<file path="src/design/ddgs_pkg.sv">
// ddgs_pkg: shared types, constants and helpers for the decimal digit glyph strip
// used by ddgs_div10 and decimal_digit_glyph_strip_unit; no dependencies
`timescale 1ns / 1ps

package ddgs_pkg;

    // field widths
    localparam int COORD_W  = 16;
    localparam int MAG_W    = 16;
    localparam int U_W      = 8;
    localparam int DIGIT_W  = 4;
    localparam int WIDTH_W  = 16;
    localparam int CFG_IDX_W  = 8;
    localparam int CFG_DATA_W = 16;

    // screen x step between neighboring glyphs
    localparam logic [COORD_W-1:0] DIGIT_STEP = COORD_W'(12);

    // most digits a 16-bit magnitude can have
    localparam int MAX_DIGITS = 5;
    localparam int DCNT_W     = $clog2(MAX_DIGITS);

    // glyph codes
    localparam logic [DIGIT_W-1:0] SIGN_CODE = DIGIT_W'(10);
    localparam logic [DIGIT_W-1:0] RADIX     = DIGIT_W'(10);

    // register indexes
    localparam logic [CFG_IDX_W-1:0] REG_ATLAS_BASE_U = CFG_IDX_W'(0);
    localparam logic [CFG_IDX_W-1:0] REG_GLYPH_WIDTH  = CFG_IDX_W'(1);

    // reset values of the registers
    localparam logic [U_W-1:0]     ATLAS_BASE_U_RST = U_W'(0);
    localparam logic [WIDTH_W-1:0] GLYPH_WIDTH_RST  = WIDTH_W'(12);

    typedef struct packed {
        logic signed [COORD_W-1:0] number;
        logic signed [COORD_W-1:0] start_x;
        logic signed [COORD_W-1:0] start_y;
    } in_item_t;

    typedef struct packed {
        logic signed [COORD_W-1:0] glyph_x;
        logic signed [COORD_W-1:0] glyph_y;
        logic        [U_W-1:0]     glyph_u;
        logic        [DIGIT_W-1:0] digit;
        logic                      last_glyph;
    } out_item_t;

    // status of the serial divider
    typedef struct packed {
        logic busy;
        logic done;
    } div_stat_t;

    // atlas u: base plus code times width, modulo 256 (only low width bits matter)
    function automatic logic [U_W-1:0] glyph_u_of(
        input logic [U_W-1:0]     base,
        input logic [DIGIT_W-1:0] code,
        input logic [WIDTH_W-1:0] width
    );
        logic [U_W+DIGIT_W-1:0] prod;
        prod = code * width[U_W-1:0];
        return base + prod[U_W-1:0];
    endfunction

endpackage

</file>
<file path="src/design/ddgs_div10.sv">
// ddgs_div10: bit-serial restoring divide by ten, one quotient bit per cycle
// depends on ddgs_pkg
`timescale 1ns / 1ps

module ddgs_div10 (
    input  logic                        clk,
    input  logic                        rst_n,
    input  logic                        start,
    input  logic [ddgs_pkg::MAG_W-1:0]  dividend,
    output logic [ddgs_pkg::MAG_W-1:0]  quot,
    output logic [ddgs_pkg::DIGIT_W-1:0] rem,
    output ddgs_pkg::div_stat_t         stat
);

    localparam int CNT_W = $clog2(ddgs_pkg::MAG_W);

    logic [ddgs_pkg::MAG_W-1:0]   quot_reg;
    logic [ddgs_pkg::DIGIT_W-1:0] rem_reg;
    logic [CNT_W-1:0]             cnt_reg;
    logic                         run_reg;
    logic                         done_reg;

    logic [ddgs_pkg::DIGIT_W:0]   trial;
    logic                         qbit;
    logic [ddgs_pkg::DIGIT_W-1:0] rem_next;

    // partial remainder with the next dividend bit shifted in
    always_comb
    begin
        trial = {rem_reg, quot_reg[ddgs_pkg::MAG_W-1]};
        qbit  = trial >= {1'b0, ddgs_pkg::RADIX};
        if (qbit)
        begin
            rem_next = ddgs_pkg::DIGIT_W'(trial - {1'b0, ddgs_pkg::RADIX});
        end
        else
        begin
            rem_next = trial[ddgs_pkg::DIGIT_W-1:0];
        end
    end

    always_ff @(posedge clk or negedge rst_n)
    begin
        if (!rst_n)
        begin
            run_reg  <= 1'b0;
            done_reg <= 1'b0;
            cnt_reg  <= '0;
            quot_reg <= '0;
            rem_reg  <= '0;
        end
        else
        begin
            done_reg <= 1'b0;
            if (start)
            begin
                quot_reg <= dividend;
                rem_reg  <= '0;
                cnt_reg  <= '0;
                run_reg  <= 1'b1;
            end
            else if (run_reg)
            begin
                quot_reg <= {quot_reg[ddgs_pkg::MAG_W-2:0], qbit};
                rem_reg  <= rem_next;
                cnt_reg  <= cnt_reg + 1'b1;
                if (cnt_reg == CNT_W'(ddgs_pkg::MAG_W - 1))
                begin
                    run_reg  <= 1'b0;
                    done_reg <= 1'b1;
                end
            end
        end
    end

    assign quot      = quot_reg;
    assign rem       = rem_reg;
    assign stat.busy = run_reg;
    assign stat.done = done_reg;

endmodule

</file>
<file path="src/design/decimal_digit_glyph_strip_unit.sv">
// decimal_digit_glyph_strip_unit: top level, number in, one glyph placement beat per digit out
// depends on ddgs_pkg and ddgs_div10
// each digit: bit-serial divide by ten in ddgs_div10, its done flag, then the output load
// a negative number gets one more glyph, a minus sign, after its last digit; a new
//   number is taken only in idle, once the last glyph of the one before is loaded;
//   a stalled output holds the unit in S_PUT or S_SIGN until the slot frees
// reset: async active low, returns to idle with atlas_base_u = 0, glyph_width = 12
`timescale 1ns / 1ps

module decimal_digit_glyph_strip_unit (
    input  logic                             clk,
    input  logic                             rst_n,
    // input beats
    input  logic                             in_valid,
    output logic                             in_ready,
    input  ddgs_pkg::in_item_t               in_data,
    // glyph beats
    output logic                             out_valid,
    input  logic                             out_ready,
    output ddgs_pkg::out_item_t              out_data,
    // register writes
    input  logic                             cfg_valid,
    output logic                             cfg_ready,
    input  logic [ddgs_pkg::CFG_IDX_W-1:0]   cfg_index,
    input  logic [ddgs_pkg::CFG_DATA_W-1:0]  cfg_data
);

    typedef enum logic [1:0] {
        S_IDLE,
        S_DIV,
        S_PUT,
        S_SIGN
    } state_t;

    state_t state_reg;

    // configuration
    logic [ddgs_pkg::U_W-1:0]     atlas_base_u_reg;
    logic [ddgs_pkg::WIDTH_W-1:0] glyph_width_reg;

    // strip context
    logic [ddgs_pkg::COORD_W-1:0] x_reg;
    logic [ddgs_pkg::COORD_W-1:0] y_reg;
    logic                         sign_reg;
    logic [ddgs_pkg::DCNT_W-1:0]  count_reg;

    // output register
    logic                 out_valid_reg;
    ddgs_pkg::out_item_t  out_data_reg;

    // divider hookup
    logic                          div_start;
    logic [ddgs_pkg::MAG_W-1:0]    div_dividend;
    logic [ddgs_pkg::MAG_W-1:0]    div_quot;
    logic [ddgs_pkg::DIGIT_W-1:0]  div_rem;
    ddgs_pkg::div_stat_t           div_stat;

    logic                          in_fire;
    logic                          slot_free;
    logic                          glyph_load;
    logic                          quot_zero;
    logic                          more_digits;
    logic [ddgs_pkg::MAG_W-1:0]    magnitude;

    assign in_ready  = (state_reg == S_IDLE);
    assign in_fire   = in_valid && in_ready;
    assign cfg_ready = 1'b1;

    // output slot can take a glyph when empty or being drained this cycle
    assign slot_free = !out_valid_reg || out_ready;

    // a digit or sign glyph goes into the output slot this cycle
    assign glyph_load = ((state_reg == S_PUT) || (state_reg == S_SIGN)) && slot_free;

    // two's complement magnitude, -32768 comes out as 0x8000 = 32768
    assign magnitude = in_data.number[ddgs_pkg::COORD_W-1]
                     ? ddgs_pkg::MAG_W'(~in_data.number + 1'b1)
                     : ddgs_pkg::MAG_W'(in_data.number);

    assign quot_zero   = (div_quot == '0);
    assign more_digits = !quot_zero
                      && (count_reg != ddgs_pkg::DCNT_W'(ddgs_pkg::MAX_DIGITS - 1));

    // start on a fresh number, or on the quotient when another digit follows
    assign div_start    = in_fire || ((state_reg == S_PUT) && slot_free && more_digits);
    assign div_dividend = (state_reg == S_IDLE) ? magnitude : div_quot;

    ddgs_div10 u_div (
        .clk      (clk),
        .rst_n    (rst_n),
        .start    (div_start),
        .dividend (div_dividend),
        .quot     (div_quot),
        .rem      (div_rem),
        .stat     (div_stat)
    );

    always_ff @(posedge clk or negedge rst_n)
    begin
        if (!rst_n)
        begin
            state_reg        <= S_IDLE;
            atlas_base_u_reg <= ddgs_pkg::ATLAS_BASE_U_RST;
            glyph_width_reg  <= ddgs_pkg::GLYPH_WIDTH_RST;
            out_valid_reg    <= 1'b0;
            out_data_reg     <= '0;
            x_reg            <= '0;
            y_reg            <= '0;
            sign_reg         <= 1'b0;
            count_reg        <= '0;
        end
        else
        begin
            // register writes, unknown indexes dropped
            if (cfg_valid && cfg_ready)
            begin
                unique case (cfg_index)
                    ddgs_pkg::REG_ATLAS_BASE_U:
                        atlas_base_u_reg <= cfg_data[ddgs_pkg::U_W-1:0];
                    ddgs_pkg::REG_GLYPH_WIDTH:
                        glyph_width_reg <= cfg_data[ddgs_pkg::WIDTH_W-1:0];
                    default: ;
                endcase
            end

            // slot refilled with a new glyph, or emptied when taken downstream
            if (glyph_load)
            begin
                out_valid_reg <= 1'b1;
            end
            else if (out_valid_reg && out_ready)
            begin
                out_valid_reg <= 1'b0;
            end

            unique case (state_reg)
                S_IDLE:
                begin
                    if (in_fire)
                    begin
                        x_reg     <= in_data.start_x;
                        y_reg     <= in_data.start_y;
                        sign_reg  <= in_data.number[ddgs_pkg::COORD_W-1];
                        count_reg <= '0;
                        state_reg <= S_DIV;
                    end
                end

                S_DIV:
                begin
                    if (div_stat.done)
                    begin
                        state_reg <= S_PUT;
                    end
                end

                S_PUT:
                begin
                    if (slot_free)
                    begin
                        out_data_reg.glyph_x    <= x_reg;
                        out_data_reg.glyph_y    <= y_reg;
                        out_data_reg.glyph_u    <= ddgs_pkg::glyph_u_of(
                            atlas_base_u_reg, div_rem, glyph_width_reg);
                        out_data_reg.digit      <= div_rem;
                        out_data_reg.last_glyph <= quot_zero && !sign_reg;
                        x_reg                   <= x_reg - ddgs_pkg::DIGIT_STEP;
                        count_reg               <= count_reg + 1'b1;
                        if (more_digits)
                        begin
                            state_reg <= S_DIV;
                        end
                        else if (sign_reg)
                        begin
                            state_reg <= S_SIGN;
                        end
                        else
                        begin
                            state_reg <= S_IDLE;
                        end
                    end
                end

                S_SIGN:
                begin
                    // minus glyph sits at the x reached after the last digit step
                    if (slot_free)
                    begin
                        out_data_reg.glyph_x    <= x_reg;
                        out_data_reg.glyph_y    <= y_reg;
                        out_data_reg.glyph_u    <= ddgs_pkg::glyph_u_of(
                            atlas_base_u_reg, ddgs_pkg::SIGN_CODE, glyph_width_reg);
                        out_data_reg.digit      <= ddgs_pkg::SIGN_CODE;
                        out_data_reg.last_glyph <= 1'b1;
                        sign_reg                <= 1'b0;
                        state_reg               <= S_IDLE;
                    end
                end

                default:
                begin
                    state_reg <= S_IDLE;
                end
            endcase
        end
    end

    assign out_valid = out_valid_reg;
    assign out_data  = out_data_reg;

    // divider only runs while a number is being worked on
    assert property (@(posedge clk) disable iff (!rst_n)
        (state_reg == S_IDLE) |-> !div_stat.busy)
        else $error("divider running while idle");

    // a sign glyph always closes the strip
    assert property (@(posedge clk) disable iff (!rst_n)
        (out_valid && (out_data.digit == ddgs_pkg::SIGN_CODE)) |-> out_data.last_glyph)
        else $error("sign glyph without last flag");

    // accepted number goes straight into the divider
    assert property (@(posedge clk) disable iff (!rst_n)
        in_fire |=> ((state_reg == S_DIV) && div_stat.busy))
        else $error("divider not started on accepted number");

endmodule
</file>
<file path="config.mk">
export PLATFORM = sky130hd
export DESIGN_NAME = decimal_digit_glyph_strip_unit
export DESIGN_NICKNAME = d
export VERILOG_FILES = /design/src/design/ddgs_pkg.sv /design/src/design/ddgs_div10.sv /design/src/design/decimal_digit_glyph_strip_unit.sv
export SDC_FILE = /design/constraint.sdc
export NUM_CORES = 1
export LEC_CHECK = 0
export ABC_AREA = 1
export BUFFER_PORTS_ARGS = -buffer_cell sky130_fd_sc_hd__buf_4
export CORE_AREA = 10 10 108 159
export CTS_CLUSTER_SIZE = 14
export DETAILED_ROUTE_END_ITERATION = 10
export DIE_AREA = 0 0 118 169
export GPL_TIMING_DRIVEN = 0
export PLACE_DENSITY = 0.8
export SYNTH_ARGS = -nofsm -noshare
export SYNTH_HDL_FRONTEND = slang
export SYNTH_SLANG_ARGS = --single-unit
</file>
<file path="constraint.sdc">
create_clock -name clk -period 4.01 [get_ports clk]
set_input_delay 1.0025 -clock clk [delete_from_list [all_inputs] [get_ports clk]]
set_output_delay 1.0025 -clock clk [all_outputs]
set_load 0.05 [all_outputs]
</file>
Word level (Yosys, flattened, before mapping)
Cells that the tools add are included.
{ "totals": {"register_bits": 126, "in_bits": 77} }
{ "classes": {"addsub": 7, "mul": 2, "n_lt_le_gt_ge": 1, "eq_ne": 11, "n_mux": 36, "bitwise_logic": 1, "reduce_logical": 29} }
{ "ops": {"columns": ["operator", "count"], "rows": [
  ["$mux W16", 6],
  ["$mux W45", 2],
  ["$pmux W45 S2", 1],
  ["$pmux W16 S2", 1],
  ["$mux W4", 5],
  ["$add A16 B1 Y16 const B", 1],
  ["$add A8 B8 Y8", 2],
  ["$logic_not A16 Y1", 1],
  ["$not A16 Y16", 1],
  ["$sub A16 B4 Y16 const B", 1],
  ["$mux W2", 6],
  ["$mux W1", 10],
  ["$reduce_bool A2 Y1", 5],
  ["$reduce_and A3 Y1", 3],
  ["$eq A8 B1 Y1 const B", 1],
  ["$logic_not A8 Y1", 1],
  ["$mul A3 B8 Y7 const A", 1],
  ["$mul A4 B8 Y8", 1],
  ["$pmux W2 S4", 1],
  ["$reduce_and A2 Y1", 4],
  ["$logic_and A1 B1 Y1", 7],
  ["$mux W3", 2],
  ["$ne A2 B2 Y1 const B", 3],
  ["$pmux W3 S2", 1],
  ["other kinds (14)", 20]
]} }

Longest topological paths before layout
{ "logic_depth": {"depth_word": 7, "depth_mapped": 19, "ltp_nobuf": 18} }

Hierarchy
From an unflattened synthesis, not the netlist that was laid out.
{ "hier_totals": {"hier_cells": 939, "area_unflattened_um2": 7516.0} }
{ "modules_own_cells": {"columns": ["module", "instances", "cells_per_inst", "area_per_inst_um2", "seq_area_each_um2"], "rows": [
  ["decimal_digit_glyph_strip_unit", 1, 805, 6247.2, 2504.9],
  ["ddgs_div10", 1, 134, 1268.7, 650.6]
]} }

Worst setup path after synthesis
Ideal clock, no wire load.
{ "synth_timing": {"kind": "reg2reg", "startpoint": "reg u_div.rem_reg, in the netlist u_div.rem[2]", "endpoint": "reg out_data_reg, in the netlist out_data[12]", "arrival_ns": 3.174, "t_required_ns": 3.892, "setup_slack_ns": 0.718, "path_stages_with_launch": 17, "n_path_buf": 1, "period_less_slack_ns": 3.292, "cell_sequence": "dfrtp_1 > clkbuf_1 > nand2_1 > fa_1 > fa_1 > fa_1 > inv_1 > ha_1 > inv_1 > nor3_1 > nand2_1 > o211ai_1 > inv_1 > nand2_1 > nand3_1 > nand2_1 > nand2_1"} }
{ "synth_between": {"elab_chain_cells": 4} }
{ "synth_lines": {"columns": ["element", "line_no", "text"], "rows": [
  ["start, declared", "ddgs_div10.sv:18", "logic [ddgs_pkg::DIGIT_W-1:0] rem_reg;"],
  ["start signal, assigned", "ddgs_div10.sv:65", "rem_reg <= rem_next;"],
  ["$mul A4 B8 Y8", "ddgs_pkg.sv:62", "prod = code * width[U_W-1:0];"],
  ["$add A8 B8 Y8", "ddgs_pkg.sv:63", "return base + prod[U_W-1:0];"],
  ["$mux W45", "decimal_digit_glyph_strip_unit.sv:159", "if (slot_free)"],
  ["$pmux W45 S2", "decimal_digit_glyph_strip_unit.sv:136", "unique case (state_reg)"],
  ["end, declared", "decimal_digit_glyph_strip_unit.sv:49", "ddgs_pkg::out_item_t out_data_reg;"]
]} }
Every way passes these cells. The select of a mux whose other input is x is not followed.
A chain may end at the register's enable or synchronous reset.

Final worst setup path
Ends and elaborated chain as after synthesis.

==> flow_summary.toml <==
[sta]
whs_ns = 0.469
hold_viol_final = 0
final_max_slew_viol_count = 0
slew_headroom_pct = 61.3
clock_skew_ns = 0.00845
tightest_slew_ns = 0.581
setup_viol = 0
fin_setup_tns_ns = 0
fin_crit_ns = 3.73
fmax_ghz = 0.268
timing.final.crit_share_pct = 93.0
rsz0062_at_grt = "false"

[critical_path]
r2r-start = "u_div.rem[2]"
cp-start-kind = "flip-flop"
crit_fanout = 10
path_class = "reg -> reg"
crit_chain = "clkbuf_1 -> nand2_1 -> inv_1 -> fa_1 -> fa_1 -> inv_1 -> fa_1 -> inv_1 -> ha_1 -> nand2_1 -> nor3_1 -> nand2_1 -> o211ai_1 -> inv_1 -> nand2_1 -> nand3_1 -> nand2_1 -> nand2_1"
critPathRequiredTime_ns = 4.31
crit_top_cell = "nand2_1"
r2r_slack_ns = 0.28
crit_path_end = "out_data[12]"
rr_endpoint = "out_data[12]"
worst_r2r_path_depth = 18
worst_setup_path_end_kind = "flip-flop"
critPathArrivalTime_ns = 4.03
crit_start = "u_div.rem[2]"
max_stage_delay_ns = 0.55
crit_slowest_cell = "fa_1"

[clocking]
htreeDepth = 4
numCtsBuffers = 17
clk_latency_ns = 0.42
clockRootBuffer = "clkbuf_16"
clockBufferDepth = 2
clkTransAtPathRegs_ns = 0.06
cts_sinks = 126
cts_setup_buffers = 0
postCtsHoldBufs = 0
cts_tree = "yes"
postCtsResizedCells = 0

[yosys]
avgSynthCellArea_um2 = 7.43
yosys_warnings = 0
syn_nets = 1127
synth_cell_types = 41
synth_top_cell_area_share_pct = 41.6
synth_area_um2 = 7460
synth_seq_area_share_pct = 42.3
synthTopCellsByArea = "dfrtp_1 (42%), nand2_1 (18%), inv_1 (7.0%), ha_1 (5.0%), o21ai_0 (4.4%)"
synth_seq_cells = 126
synth_top_area_cell = "dfrtp_1"
syn_inst = 1004

[routing]
post-route-drc-count = 0
drt_iter0_drc = 458
vias = 6817
first_pass_iters = 5
wl_um = 19100
ant_nets = 0
wl_per_cell_um = 14.1
vias_per_cell = 5.06

[global_routing]
grt_overflow_total = 0
grt_max_degree = 71
antenna_found_initial = 0
grt_first_pass_wirelength_um = 32000
grt_pass1_vias = 6795
grt_usage_pct = 19.4

[layout]
largest_reg_flops = 45
final_cell_mix = "nand2_1 (350), inv_1 (140), dfrtp_1 (124), buf_4 (116), nor2_1 (66)"
diodes = 0
final_common_cell = "nand2_1"
final_util_pct = 64.2
area_delta_synth_final_pct = 23.2
fin_nets = 1262
drive_gt1_share_pct = 15.1

[floorplanning]
dieWidth_um = 118
dieArea_um2 = 19900
rows = 54
io-pin-count = 125
core_um2 = 14300
die_h_um = 169
initial_core_util_pct = 52.1

[power]
max-vdd-ir-drop_v = 0.000429
power_per_cell_area_nw_per_um2 = 750
power_leakage_nw = 5.01

[outcome]
status = "finished clean"

[worst_hold_path]
worstHoldPathType = "reg -> reg"

[placement]
portBuffers = 115
place_congestion = 0.903
dpl.hpwl_um = 14600

[job]
cap_violations = 0
[layout make-up]
class                      count  area, um^2
timing repair buffer         116         895
sequential                   126        3160
clock inverter                12         136
fill                        1245        5130
tap                          196         245
clock buffer                  20         457
inverter                     146         548
buffer                        34         160
multi-input combinational    698        3600
[metal layers]
layer  wire (um)  track usage [%]  up-vias
li1            -                -     3418
met1        7560             21.3     3199
met2       10300             35.3      169
met3         694             3.53       31
met4         499             9.01        0
met5           0                0        -
[synthesized netlist by cell type]
cell type / count
a21o_1: 1
a21oi_1: 23
a22oi_1: 1
a31oi_1: 7
buf_1: 6
buf_2: 8
buf_4: 2
buf_6: 2
clkbuf_1: 16
clkinv_1: 1
conb_1: 1
dfrtp_1: 124
dfstp_2: 2
fa_1: 16
ha_1: 30
inv_1: 140
inv_2: 5
nand2_1: 350
nand2_4: 1
nand3_1: 63
nand3_2: 1
nand3b_1: 1
nand4_1: 9
nor2_1: 66
nor2_2: 1
nor2_4: 1
nor2_8: 1
nor3_1: 11
nor4_1: 1
o211ai_1: 2
o21ai_0: 65
o21ai_1: 16
o21ai_2: 1
o221a_2: 1
o22ai_1: 5
o311ai_0: 1
o31ai_1: 2
or2_0: 1
or2_2: 1
xnor2_1: 4
xor2_1: 14
[worst max-delay path, delay by kind of cell (launching register included)]
kind,cells,cell delay (ns)
adder cells (fa/ha/maj),4,1.85
AND/OR/NAND/NOR,8,0.64
buffers and inverters,5,0.61
flip-flops,1,0.32
AO/OA/AOI/OAI,1,0.17
[power by group]
| group | internal, mW | switching [mW] | total [mW] |
|---|---|---|---|
| combinational | 1.01 | 2.22 | 3.23 |
| sequential | 1.80 | 0.334 | 2.13 |
| clock | 0.952 | 0.583 | 1.53 |
| total | 3.76 | 3.13 | 6.89 |
[per-stage QoR]
step	power, mW	setup WS (ns)	std cells	cell area, um^2
floorplan	4.39	0.718	1004	7460
global placement	5.28	0.426	1315	8570
detailed placement	5.36	0.326	1316	8600
CTS	6.93	0.290	1348	9200
global route	7.38	0.0269	1348	9200
finish	6.89	0.282	1348	9200
[worst min path at each step]
stage,endpoint,cells past startpoint,slack [ns],start
2_1_floorplan,out_data[13],2,0.44,y_reg[0]
3_3_place_gp,out_data[21],2,0.45,y_reg[8]
3_5_place_dp,out_data[26],2,0.46,y_reg[13]
4_1_cts,out_data[26],2,0.47,y_reg[13]
5_1_grt,out_data[22],2,0.49,y_reg[9]
6_report,out_data[26],2,0.47,y_reg[13]
[cell families (layout without fill, tap and decap cells)]
group | after synthesis | in the layout | share of synthesized area (%)
xor gates and xnor gates | 18 | 18 | 2.11
and+or+nand+nor | 508 | 508 | 27.8
other | 1 | 1 | 0.0502
adders and majority gates | 46 | 46 | 9.32
buffers and inverters | 180 | 328 | 9.49
DFF | 126 | 126 | 42.3
AOI/OAI and AO/OA | 125 | 125 | 8.97
No activity file was read; power rests on OpenSTA's default activity.
